<file path="config.mk">
export PLATFORM = sky130hd
export DESIGN_NAME = rbsi_front
export DESIGN_NICKNAME = d
export VERILOG_FILES = /design/src/hdl/rbsi_pkg.sv /design/src/hdl/rbsi_front.sv
export SDC_FILE = /design/constraint.sdc
export NUM_CORES = 1
export LEC_CHECK = 0
export BUFFER_PORTS_ARGS = -buffer_cell sky130_fd_sc_hd__buf_4
export CORE_MARGIN = 2
export CORE_UTILIZATION = 38
export DETAILED_ROUTE_END_ITERATION = 8
export HOLD_SLACK_MARGIN = 0.08
export PLACE_DENSITY_LB_ADDON = 0.08
export SLEW_MARGIN = 20
export SYNTH_ARGS = -nofsm -noshare
export SYNTH_HDL_FRONTEND = slang
export SYNTH_SLANG_ARGS = --single-unit
</file>
<file path="constraint.sdc">
create_clock -name clock -period 21.8 [get_ports clock]
set_input_delay 4.36 -clock clock [delete_from_list [all_inputs] [get_ports clock]]
set_output_delay 4.36 -clock clock [all_outputs]
set_load 0.005 [all_outputs]
</file>
<file path="src/hdl/rbsi_pkg.sv">
// ----------------------------------------------------------------------------
// rbsi_pkg
// types, constants and step functions of the ray versus box slab test
// ----------------------------------------------------------------------------
package rbsi_pkg;

   localparam int DIR_WIDTH       = 32;
   localparam int FRAC_BITS       = 30;
   localparam int WIDE_WIDTH      = 80;
   localparam int SQRT_STAGES     = 32;
   localparam int QUEUE_DEPTH     = 2;
   localparam int OUT_TDATA_WIDTH = 40;

   localparam logic [31:0]            PARALLEL_LIMIT = 32'd1073;
   localparam logic [WIDE_WIDTH-1:0]  T_SAT          = 80'd1 << 62;
   localparam logic [61:0]            P_SAT          = 62'd1 << 61;
   localparam logic [62:0]            H_LIMIT        = 63'd1 << 59;
   localparam logic [31:0]            DIST_MAX       = 32'hFFFF_FFFF;
   localparam logic signed [63:0]     T_POS_MAX      = 64'sh7FFF_FFFF_FFFF_FFFF;

   typedef enum logic {
      CSR_MAX_DISTANCE = 1'b0
   } csr_index_type;

   typedef struct packed {
      logic        ge;
      logic [31:0] rem;
   } div_step_type;

   typedef struct packed {
      logic [63:0] v;
      logic [63:0] res;
   } sqrt_step_type;

   // one restoring division step
   function automatic div_step_type div_step(logic [31:0] rem, logic bit_in,
                                             logic [31:0] dd);
      logic [32:0]  trial;
      div_step_type o;
      trial = {rem, bit_in};
      o.ge  = (trial >= {1'b0, dd});
      o.rem = o.ge ? 32'(trial - {1'b0, dd}) : trial[31:0];
      return o;
   endfunction

   // one digit of the binary square root
   function automatic sqrt_step_type sqrt_step(logic [63:0] v, logic [63:0] res,
                                               logic [63:0] bitv);
      logic [63:0]   rb;
      sqrt_step_type o;
      rb = res + bitv;
      if (v >= rb) begin
         o.v   = v - rb;
         o.res = (res >> 1) + bitv;
      end else begin
         o.v   = v;
         o.res = res >> 1;
      end
      return o;
   endfunction

endpackage

</file>
<file path="src/hdl/rbsi_front.sv">
// ----------------------------------------------------------------------------
// rbsi_front
// takes queries, forms slab bounds, flags near-parallel axes, queues them
// ----------------------------------------------------------------------------
module rbsi_front #(
   parameter int COORD_WIDTH = 32
) (
   input  logic                             clock,
   input  logic                             reset,
   input  logic                             req_valid,
   output logic                             req_ready,
   input  logic [2:0][COORD_WIDTH-1:0]      org,
   input  logic [2:0][31:0]                 dir,
   input  logic [2:0][COORD_WIDTH-1:0]      ctr,
   input  logic [2:0][COORD_WIDTH-2:0]      half,
   output logic                             q_valid,
   input  logic                             q_ready,
   output logic [2:0][COORD_WIDTH-1:0]      q_org,
   output logic [2:0][31:0]                 q_dir,
   output logic [2:0][COORD_WIDTH:0]        q_lo,
   output logic [2:0][COORD_WIDTH:0]        q_hi,
   output logic [2:0]                       q_par
);
   import rbsi_pkg::*;

   localparam int CW = COORD_WIDTH;

   logic [2:0][CW:0]   lo, hi;
   logic [2:0]         par;
   logic [31:0]        dmag;

   logic [2:0][CW-1:0] org_ff [QUEUE_DEPTH];
   logic [2:0][31:0]   dir_ff [QUEUE_DEPTH];
   logic [2:0][CW:0]   lo_ff  [QUEUE_DEPTH];
   logic [2:0][CW:0]   hi_ff  [QUEUE_DEPTH];
   logic [2:0]         par_ff [QUEUE_DEPTH];
   logic               wr_ptr_ff, wr_ptr_in;
   logic               rd_ptr_ff, rd_ptr_in;
   logic [1:0]         count_ff, count_in;
   logic               push, pop;

   always_comb begin
      dmag = '0;
      for (int j = 0; j < 3; j++) begin
         lo[j]  = {ctr[j][CW-1], ctr[j]} - {2'b00, half[j]};
         hi[j]  = {ctr[j][CW-1], ctr[j]} + {2'b00, half[j]};
         dmag   = dir[j][31] ? 32'(-dir[j]) : dir[j];
         par[j] = (dmag <= PARALLEL_LIMIT);
      end
   end

   assign req_ready = (count_ff != 2'(QUEUE_DEPTH));
   assign q_valid   = (count_ff != 2'd0);
   assign push      = req_valid && req_ready;
   assign pop       = q_valid && q_ready;

   always_comb begin
      wr_ptr_in = push ? ~wr_ptr_ff : wr_ptr_ff;
      rd_ptr_in = pop ? ~rd_ptr_ff : rd_ptr_ff;
      count_in  = count_ff + 2'(push) - 2'(pop);
   end

   always_ff @(posedge clock) begin
      if (reset) begin
         wr_ptr_ff <= 1'b0;
         rd_ptr_ff <= 1'b0;
         count_ff  <= 2'd0;
      end else begin
         wr_ptr_ff <= wr_ptr_in;
         rd_ptr_ff <= rd_ptr_in;
         count_ff  <= count_in;
      end
   end

   always_ff @(posedge clock) begin
      if (push) begin
         org_ff[wr_ptr_ff] <= org;
         dir_ff[wr_ptr_ff] <= dir;
         lo_ff[wr_ptr_ff]  <= lo;
         hi_ff[wr_ptr_ff]  <= hi;
         par_ff[wr_ptr_ff] <= par;
      end
   end

   assign q_org = org_ff[rd_ptr_ff];
   assign q_dir = dir_ff[rd_ptr_ff];
   assign q_lo  = lo_ff[rd_ptr_ff];
   assign q_hi  = hi_ff[rd_ptr_ff];
   assign q_par = par_ff[rd_ptr_ff];

endmodule

</file>
==> results by group, run 1 <==
Run status
  – Run status: complete, no violations

Logic synthesis
  – Fraction of registers with async set/reset: 0%
  – YS warnings: 0
  – Synthesized area per cell: around 13 sq um
  – Number of flops mapped to enable cells by yosys: 780
  – Number of distinct library cell variants in the gate-level netlist after synthesis: 89
  – Synthesized Nets: 3,643
  – Share of the yosys chip area belonging to registers: between 50% and 60%
  – Number of synthesized register bits: around 790
  – Commonest register cell after synthesis: sky130_fd_sc_hd__edfxtp_1
  – Synth Cell Area: approximately 40,000 sq um
  – Cell count after synthesis: approximately 3,000

Die
  – Die Y: around 330 um
  – Core Area: ~100,000 sq um
  – Starting utilization of the core area: a little under two fifths
  – Die ar.: 108,000 sq um
  – Total I/O pin count: just under 800
  – # rows: roughly 120
  – Horiz. Die Dim: about 330 um

Detailed routing
  – Routed wire length: between 100 and 150 mm
  – Count of unresolved DRC violations after routing: 0
  – Total number of vias: around 27,000
  – Remaining number of nets flagged by the antenna check after routing: 0
  – Total iterations of the first detailed-routing run: 6
  – Vias per cell: between 5 and 6
  – Drt wl/cell: about 22 um
  – Starting DRC count in detailed routing: 1,460

Pwr
  – Switching power: approximately 1.5 mW
  – Clock network power share: just over 30%
  – Static power due to leakage: between 15 and 20 nW
  – PwrDens: 101 nW/um^2
  – Switching share of power: between 20% and 30%
  – Reg power frac: around two fifths
  – Peak supply drop: roughly 0.069 mV
  – Internal: 3.64 mW
  – Share of total power in combinational logic: 29.4%

Worst setup path
  – Element type at the critical path start: flip-flop
  – Path type of the worst setup path: flip-flop to output pin
  – Required time reported for the critical path endpoint: approximately 17 ns
  – Largest fanout of any net on the critical path: 66
  – Data arrival time of the critical path: slightly below 4 ns
  – Capturing element type of the critical path: output pin

Clock tree
  – Clk buf depth: 3
  – Clk root buf: sky130_fd_sc_hd__clkbuf_16
  – Number of buffers added by the clock tree synthesis step: roughly 90
  – Clk Latency, worst-skew pair: around 0.67 ns
  – CTS Hold Buffers Added: 0
  – Clock sink total: about 790
  – Post-cts sizing count: 0
  – Setup Buffers After CTS: 0
  – Number of H-tree levels: 3
  – TritonCTS clock tree: built
  – Clock transition time at the flip-flop clock pins of the worst setup and hold paths: 0.06 ns

STA
  – Max Clk Rate: 120 MHz
  – Slew at the pin with the worst max-slew slack: 1.28 ns
  – Setup TNS after final layout: 0 ns
  – Final period demand of the worst path: 8.32 ns
  – Clk_skew: about 0.034 ns
  – Setup violators final: 0
  – Period Utilization, post-route: around two fifths
  – Max_slew headroom: roughly 15%
  – Unrepaired setup endpoints after global routing: false
  – Final Hold Vio Count: 0
  – Final Max Slew Viols: 0

Cells and area
  – Post-route non-filler standard cell count: around 5,300
  – Final Net Count: 4,404
  – Fill cell instance count of the final layout: roughly 9,700
  – Relative area change from synthesis to final layout: 25.8%
  – Ratio of cells with drive above 1 in the final layout: roughly a third

Placement
  – Final GP Congestion: approximately 0.88
  – Placed wire-length estimate after detailed placement: 87.1 mm
  – Count of port buffers added during placement: approximately 800
  – Cell count after placement: between 5,000 and 6,000

Global routing
  – Number of antenna violations at the first check in global routing: 31
  – GRT Resource Usage Total: 20.4%
  – Global-route wire length before repair: 166 mm
  – Sum of overflow across all layers after global routing: 0
  – Pin count of the biggest net entering global routing: 155
  – Number of global-route vias before repair: 26,400

Hold path
  – Hold Path Class: flip-flop to flip-flop

Flow run
  – Max-cap viol count: 0
==> layout by cell type, fill, tap and decap left out, types with 40 or more instances in the layout <==
master and instances:
sky130_fd_sc_hd__nor3_1 59, sky130_fd_sc_hd__o21ai_0 90, sky130_fd_sc_hd__a21oi_1 186, sky130_fd_sc_hd__ha_1 191, sky130_fd_sc_hd__clkbuf_16 89, sky130_fd_sc_hd__buf_4 795, sky130_fd_sc_hd__edfxtp_1 780, sky130_fd_sc_hd__nand2_1 109
sky130_fd_sc_hd__mux2_2 392, sky130_fd_sc_hd__a21o_1 40, sky130_fd_sc_hd__xnor2_1 155, sky130_fd_sc_hd__inv_1 195, sky130_fd_sc_hd__nor2_1 205
==> layout make-up <==
type | count | area (sq um) | area share (%)
Inverter | 199 | 747 | 1.48
Clock buffer | 109 | 2300 | 4.56
Timing Repair Buffer | 796 | 5990 | 11.9
Multi-Input combinational cell | 1951 | 15300 | 30.4
Sequential cell | 785 | 23500 | 46.6
Tap cell | 1391 | 1740 | 3.45
Clock inverter | 53 | 749 | 1.49
Antenna cell | 18 | 45.0 | 0.0893
==> sequential cells by signal, summed over array words and instances (netlist names), named ones only <==
signal     flops
org_ff       192
dir_ff       192
count_ff       2
wr_ptr_ff      1
hi_ff        198
lo_ff        192
par_ff         6
rd_ptr_ff      1
==> layer usage <==
metal  track usage (%)  vias up  part of all wire (%)
li1                  -    13000                     -
met1              24.4    13100                    40
met2              34.6      755                    49
met3              6.86      167                   8.0
met4              6.59       32                   2.8
met5                 0        -                  0.19
==> worst paths after layout <==
check                         start  cells after the start  slack, ns                     end
max                       flip-flop                      4      13.48                q_lo[59]
min          rd_ptr_ff$_SDFFE_PP0P_                      2       0.52               flip-flop
min reg2reg  rd_ptr_ff$_SDFFE_PP0P_                      2       0.52               flip-flop
max reg2reg  count_ff[0]$_SDFF_PP0_                      7      17.36  lo_ff[0][98]$_DFFE_PP_
==> kinds of logic after synthesis <==
group                      after synthesis  share of synthesized area (%)
DFF                                    785                           58.7
and+or+nand+nor                        598                           7.52
AOI/OAI and AO/OA                      571                           9.20
muxes                                  394                           11.1
buffers and inverters                  325                           3.08
adders and majority gates              197                           6.26
xor gates and xnor gates               191                           4.17
==> synthesized netlist by cell type, types with 8 or more instances <==
| library cell | count | area (sq um) |
|---|---|---|
| sky130_fd_sc_hd__mux2_2 | 392 | 4410 |
| sky130_fd_sc_hd__ha_1 | 191 | 2390 |
| sky130_fd_sc_hd__o22ai_1 | 16 | 100 |
| sky130_fd_sc_hd__nand2b_1 | 30 | 188 |
| sky130_fd_sc_hd__o41ai_1 | 9 | 78.8 |
| sky130_fd_sc_hd__a32oi_1 | 10 | 87.6 |
| sky130_fd_sc_hd__nand4_1 | 11 | 68.8 |
| sky130_fd_sc_hd__and2_1 | 12 | 75.1 |
| sky130_fd_sc_hd__or3_1 | 16 | 100 |
| sky130_fd_sc_hd__o31ai_1 | 35 | 263 |
| sky130_fd_sc_hd__xnor2_1 | 155 | 1360 |
| sky130_fd_sc_hd__o21ai_0 | 90 | 450 |
| sky130_fd_sc_hd__nor2_1 | 206 | 773 |
| sky130_fd_sc_hd__clkbuf_1 | 117 | 439 |
| sky130_fd_sc_hd__a21oi_1 | 186 | 931 |
| sky130_fd_sc_hd__nand3_1 | 31 | 155 |
| sky130_fd_sc_hd__xor2_1 | 36 | 315 |
| sky130_fd_sc_hd__nor3_1 | 59 | 295 |
| sky130_fd_sc_hd__nor3b_1 | 9 | 67.6 |
| sky130_fd_sc_hd__nand2_1 | 109 | 409 |
| sky130_fd_sc_hd__and3_1 | 10 | 62.6 |
| sky130_fd_sc_hd__nor4_1 | 20 | 125 |
| sky130_fd_sc_hd__or4_1 | 10 | 75.1 |
| sky130_fd_sc_hd__o21bai_1 | 38 | 285 |
| sky130_fd_sc_hd__a31oi_1 | 23 | 144 |
| sky130_fd_sc_hd__a21o_1 | 40 | 300 |
| sky130_fd_sc_hd__a211oi_1 | 15 | 113 |
| sky130_fd_sc_hd__nor2b_1 | 29 | 181 |
| sky130_fd_sc_hd__nand3b_1 | 8 | 60.1 |
| sky130_fd_sc_hd__o21a_1 | 18 | 135 |
| sky130_fd_sc_hd__o211ai_1 | 11 | 82.6 |
| sky130_fd_sc_hd__or2_2 | 9 | 56.3 |
| sky130_fd_sc_hd__edfxtp_1 | 780 | 23400 |
| sky130_fd_sc_hd__inv_1 | 195 | 732 |
==> through the flow <==
stage | hold slack (ns) | worst slack (ns) | utilization, % | cell area, sq um | power (mW)
after floorplan | 0.481 | 0.0606 | - | 40100 | 2.95
after global placement | 0.490 | 13.48 | 45.1 | 47300 | 3.59
after detailed placement | 0.508 | 13.47 | 45.1 | 47300 | 3.59
after CTS | 0.524 | 13.35 | 48.0 | 50400 | 5.17
after global routing | 0.568 | 13.20 | 48.0 | 50400 | 5.33
final | 0.518 | 13.48 | 48.0 | 50400 | 5.09
==> critical path: stages (launching register included) <==
cell and delay (ns):
sky130_fd_sc_hd__dfxtp_4 0.98, sky130_fd_sc_hd__buf_4 0.73, sky130_fd_sc_hd__buf_4 0.81, sky130_fd_sc_hd__mux2_2 0.48
sky130_fd_sc_hd__buf_4 0.16
==> power by group through the flow <==
stage / clock network [mW] / logic (mW) / registers (mW)
2_1_floorplan: 0 / 0.767 / 2.18
4_1_cts: 1.59 / 1.53 / 2.04
6_report: 1.55 / 1.50 / 2.04
3_5_place_dp: 0 / 1.52 / 2.08
3_3_place_gp: 0 / 1.52 / 2.07
5_1_grt: 1.65 / 1.62 / 2.06
(Power assumes the default switching activity.)
==> inputs of run 2 (changes only) <==
==> constraint.sdc (replaced) <==
create_clock -name clock -period 7.6 [get_ports clock]
set_input_delay 1.52 -clock clock [delete_from_list [all_inputs] [get_ports clock]]
set_output_delay 1.52 -clock clock [all_outputs]
set_load 0.005 [all_outputs]
==> results by group, run 2 (synthesis gave the netlist of run 1 again) <==
Clock tree
  – Setup Buffers After CTS: 0
  – Clk root buf: sky130_fd_sc_hd__clkbuf_16
  – CTS Hold Buffers Added: 0
  – Clk Latency, worst-skew pair: 0.67 ns
  – Clk buf depth: 3
  – Number of H-tree levels: 3
  – Clock transition time at the flip-flop clock pins of the worst setup and hold paths: 0.06 ns
  – Post-cts sizing count: 0
  – Number of buffers added by the clock tree synthesis step: 89
  – TritonCTS clock tree: built
  – Clock sink total: ~790

Cells and area
  – Final Net Count: approximately 4,400
  – Area of the multi-input gates: about 15,000 sq um
  – Relative area change from synthesis to final layout: 25.5%
  – Most frequent cells in the layout: 788 x sky130_fd_sc_hd__buf_4, 780 x sky130_fd_sc_hd__edfxtp_1, 392 x sky130_fd_sc_hd__mux2_2
  – Number of flip-flops under the largest register name: approximately 200
  – Register with the highest flop count: hi_ff
  – Fill cell instance count of the final layout: between 9,000 and 10,000
  – Post-route non-filler standard cell count: roughly 5,300
  – Seq. cell area: approximately 24,000 sq um
  – Most common cell after layout, fill and taps aside: sky130_fd_sc_hd__buf_4
  – Ratio of cells with drive above 1 in the final layout: 34.7%

Global routing
  – Number of global-route vias before repair: about 27,000
  – Met3 track demand over resource in global routing: between 7 and 8%
  – GR met1 Demand/Resource: approximately a quarter
  – Sum of overflow across all layers after global routing: 0
  – Global-route wire length before repair: approximately 170 mm
  – GRT Resource Usage Total: between 20% and 30%
  – Met2 demand-to-capacity share in global routing: between 30% and 40%
  – Number of antenna violations at the first check in global routing: 34
  – Pin count of the biggest net entering global routing: 156
  – Global-route layer with the greatest usage: met2

Detailed routing
  – Remaining number of nets flagged by the antenna check after routing: 0
  – Total number of vias: around 27,000
  – Routed wire length: 115 mm
  – Starting DRC count in detailed routing: 1,725
  – Vias per cell: around 5.1
  – Drt wl/cell: around 22 um
  – Count of unresolved DRC violations after routing: 0
  – Total iterations of the first detailed-routing run: 7

Worst setup path
  – Worst-path cell chain: buf_4 > inv_1 > ha_1 > nor2b_1 > o31a_1 > o2111ai_1 > a21boi_0 > a31oi_1 > a41oi_1 > a2111oi_1 > o41ai_1 > a21oi_1 > xor2_1
  – Startpoint of the worst register-to-register path: count_ff[0]$_SDFF_PP0_
  – Largest fanout of any net on the critical path: 3
  – Register-to-register path setup slack: between 5 and 6 ns
  – Data arrival time of the critical path: between 4 and 5 ns
  – CP peak stage delay: slightly above 0.7 ns
  – Slowest stage cell, crit path: sky130_fd_sc_hd__a2111oi_1
  – R2R depth: 5
  – Reg-to-Reg End: lo_ff[0][75]$_DFFE_PP_
  – Path type of the worst setup path: primary input to flip-flop
  – Capturing element type of the critical path: flip-flop
  – Element type at the critical path start: primary input
  – Required time reported for the critical path endpoint: 8.01 ns

Die
  – Core Area: between 100,000 and 150,000 sq um
  – Total I/O pin count: between 700 and 800
  – Die ar.: about 110,000 sq um
  – Horiz. Die Dim: ~330 um
  – # rows: around 120
  – Die Y: ~330 um
  – Starting utilization of the core area: between 30% and 40%

STA
  – Final period demand of the worst path: roughly 4.4 ns
  – Unrepaired setup endpoints after global routing: false
  – Clk_skew: 0.0166 ns
  – Slew at the pin with the worst max-slew slack: ~1.2 ns
  – Max Clk Rate: about 230 MHz
  – Final Hold Vio Count: 0
  – Period Utilization, post-route: about three fifths
  – Setup violators final: 0
  – Max_slew headroom: a little under a quarter
  – Final Max Slew Viols: 0
  – Worst hold slack: roughly 0.52 ns

Flow run
  – Max-cap viol count: 0

Hold path
  – Hold Path Class: flip-flop to flip-flop
  – Hold path depth: 2
  – Worst Hold Path EP: rd_ptr_ff$_SDFFE_PP0P_
  – Worst Min Path Start: rd_ptr_ff$_SDFFE_PP0P_

Placement
  – Cell count after placement: 5,119
  – Count of port buffers added during placement: 779
  – Placed wire-length estimate after detailed placement: around 85 mm
  – Final GP Congestion: slightly below 0.9

Pwr
  – Peak supply drop: 0.306 mV
  – PwrDens: 287 nW/um^2
  – Static power due to leakage: 19.3 nW

Run status
  – Run status: complete, no violations
-- run 2: power breakdown --
part           internal [mW]  switching (mW)
Clock                   2.43            1.78
Sequential              5.69           0.140
Combinational           2.08            2.30
Total                   10.2            4.22
-- run 2: worst max-delay path: cells and delay by family --
| kind | cells | cell delay (ns) |
|---|---|---|
| AOI/OAI and AO/OA | 8 | 2.59 |
| adders and majority gates | 1 | 0.24 |
| buffers and inverters | 2 | 0.22 |
| and+or+nand+nor | 1 | 0.15 |
| xor gates and xnor gates | 1 | 0.10 |
-- run 2: cell type report --
cell class                 count  area share (%)
clock buffer                 106            4.68
timing repair buffer         793            12.0
clock inverter                54            1.01
tap                         1391            3.46
multi-input combinational   1951            30.5
sequential                   785            46.8
inverter                     199            1.49
antenna                       19          0.0945
-- run 2: metal layers --
metal / part of all wire [%] / routed length [um] / up-vias
met5: 0.16 / 183 / -
li1: - / - / 13000
met1: 40 / 45600 / 13100
met4: 3.4 / 3900 / 28
met2: 48 / 55200 / 775
met3: 8.8 / 10100 / 197
-- run 2: through the flow --
stage | area (sq um) | utilization, % | setup TNS (ns) | total power [mW] | setup WS [ns]
after global routing | 50300 | 47.9 | 0 | 15.1 | 3.06
after global placement | 47400 | 45.1 | 0 | 10.4 | 2.63
after floorplan | 40100 | - | -57.23 | 8.20 | -0.147
final | 50300 | 47.9 | 0 | 14.4 | 3.18
after detailed placement | 47400 | 45.1 | 0 | 10.4 | 2.62
after CTS | 50200 | 47.9 | 0 | 14.6 | 3.28
-- run 2: worst max-delay path by stage --
stage | startpoint | endpoint | slack, ns | cells after the start
finish | half[1] | lo_ff[0][31]$_DFFE_PP_ | 3.18 | 13
global route | half[63] | hi_ff[1][97]$_DFFE_PP_ | 3.06 | 13
CTS | flip-flop | q_hi[17] | 3.28 | 3
detailed placement | half[1] | lo_ff[0][31]$_DFFE_PP_ | 2.62 | 13
global placement | ctr[4] | hi_ff[0][30]$_DFFE_PP_ | 2.63 | 12
floorplan | req_valid | dir_ff[0][0]$_DFFE_PP_ | -0.15 | 2
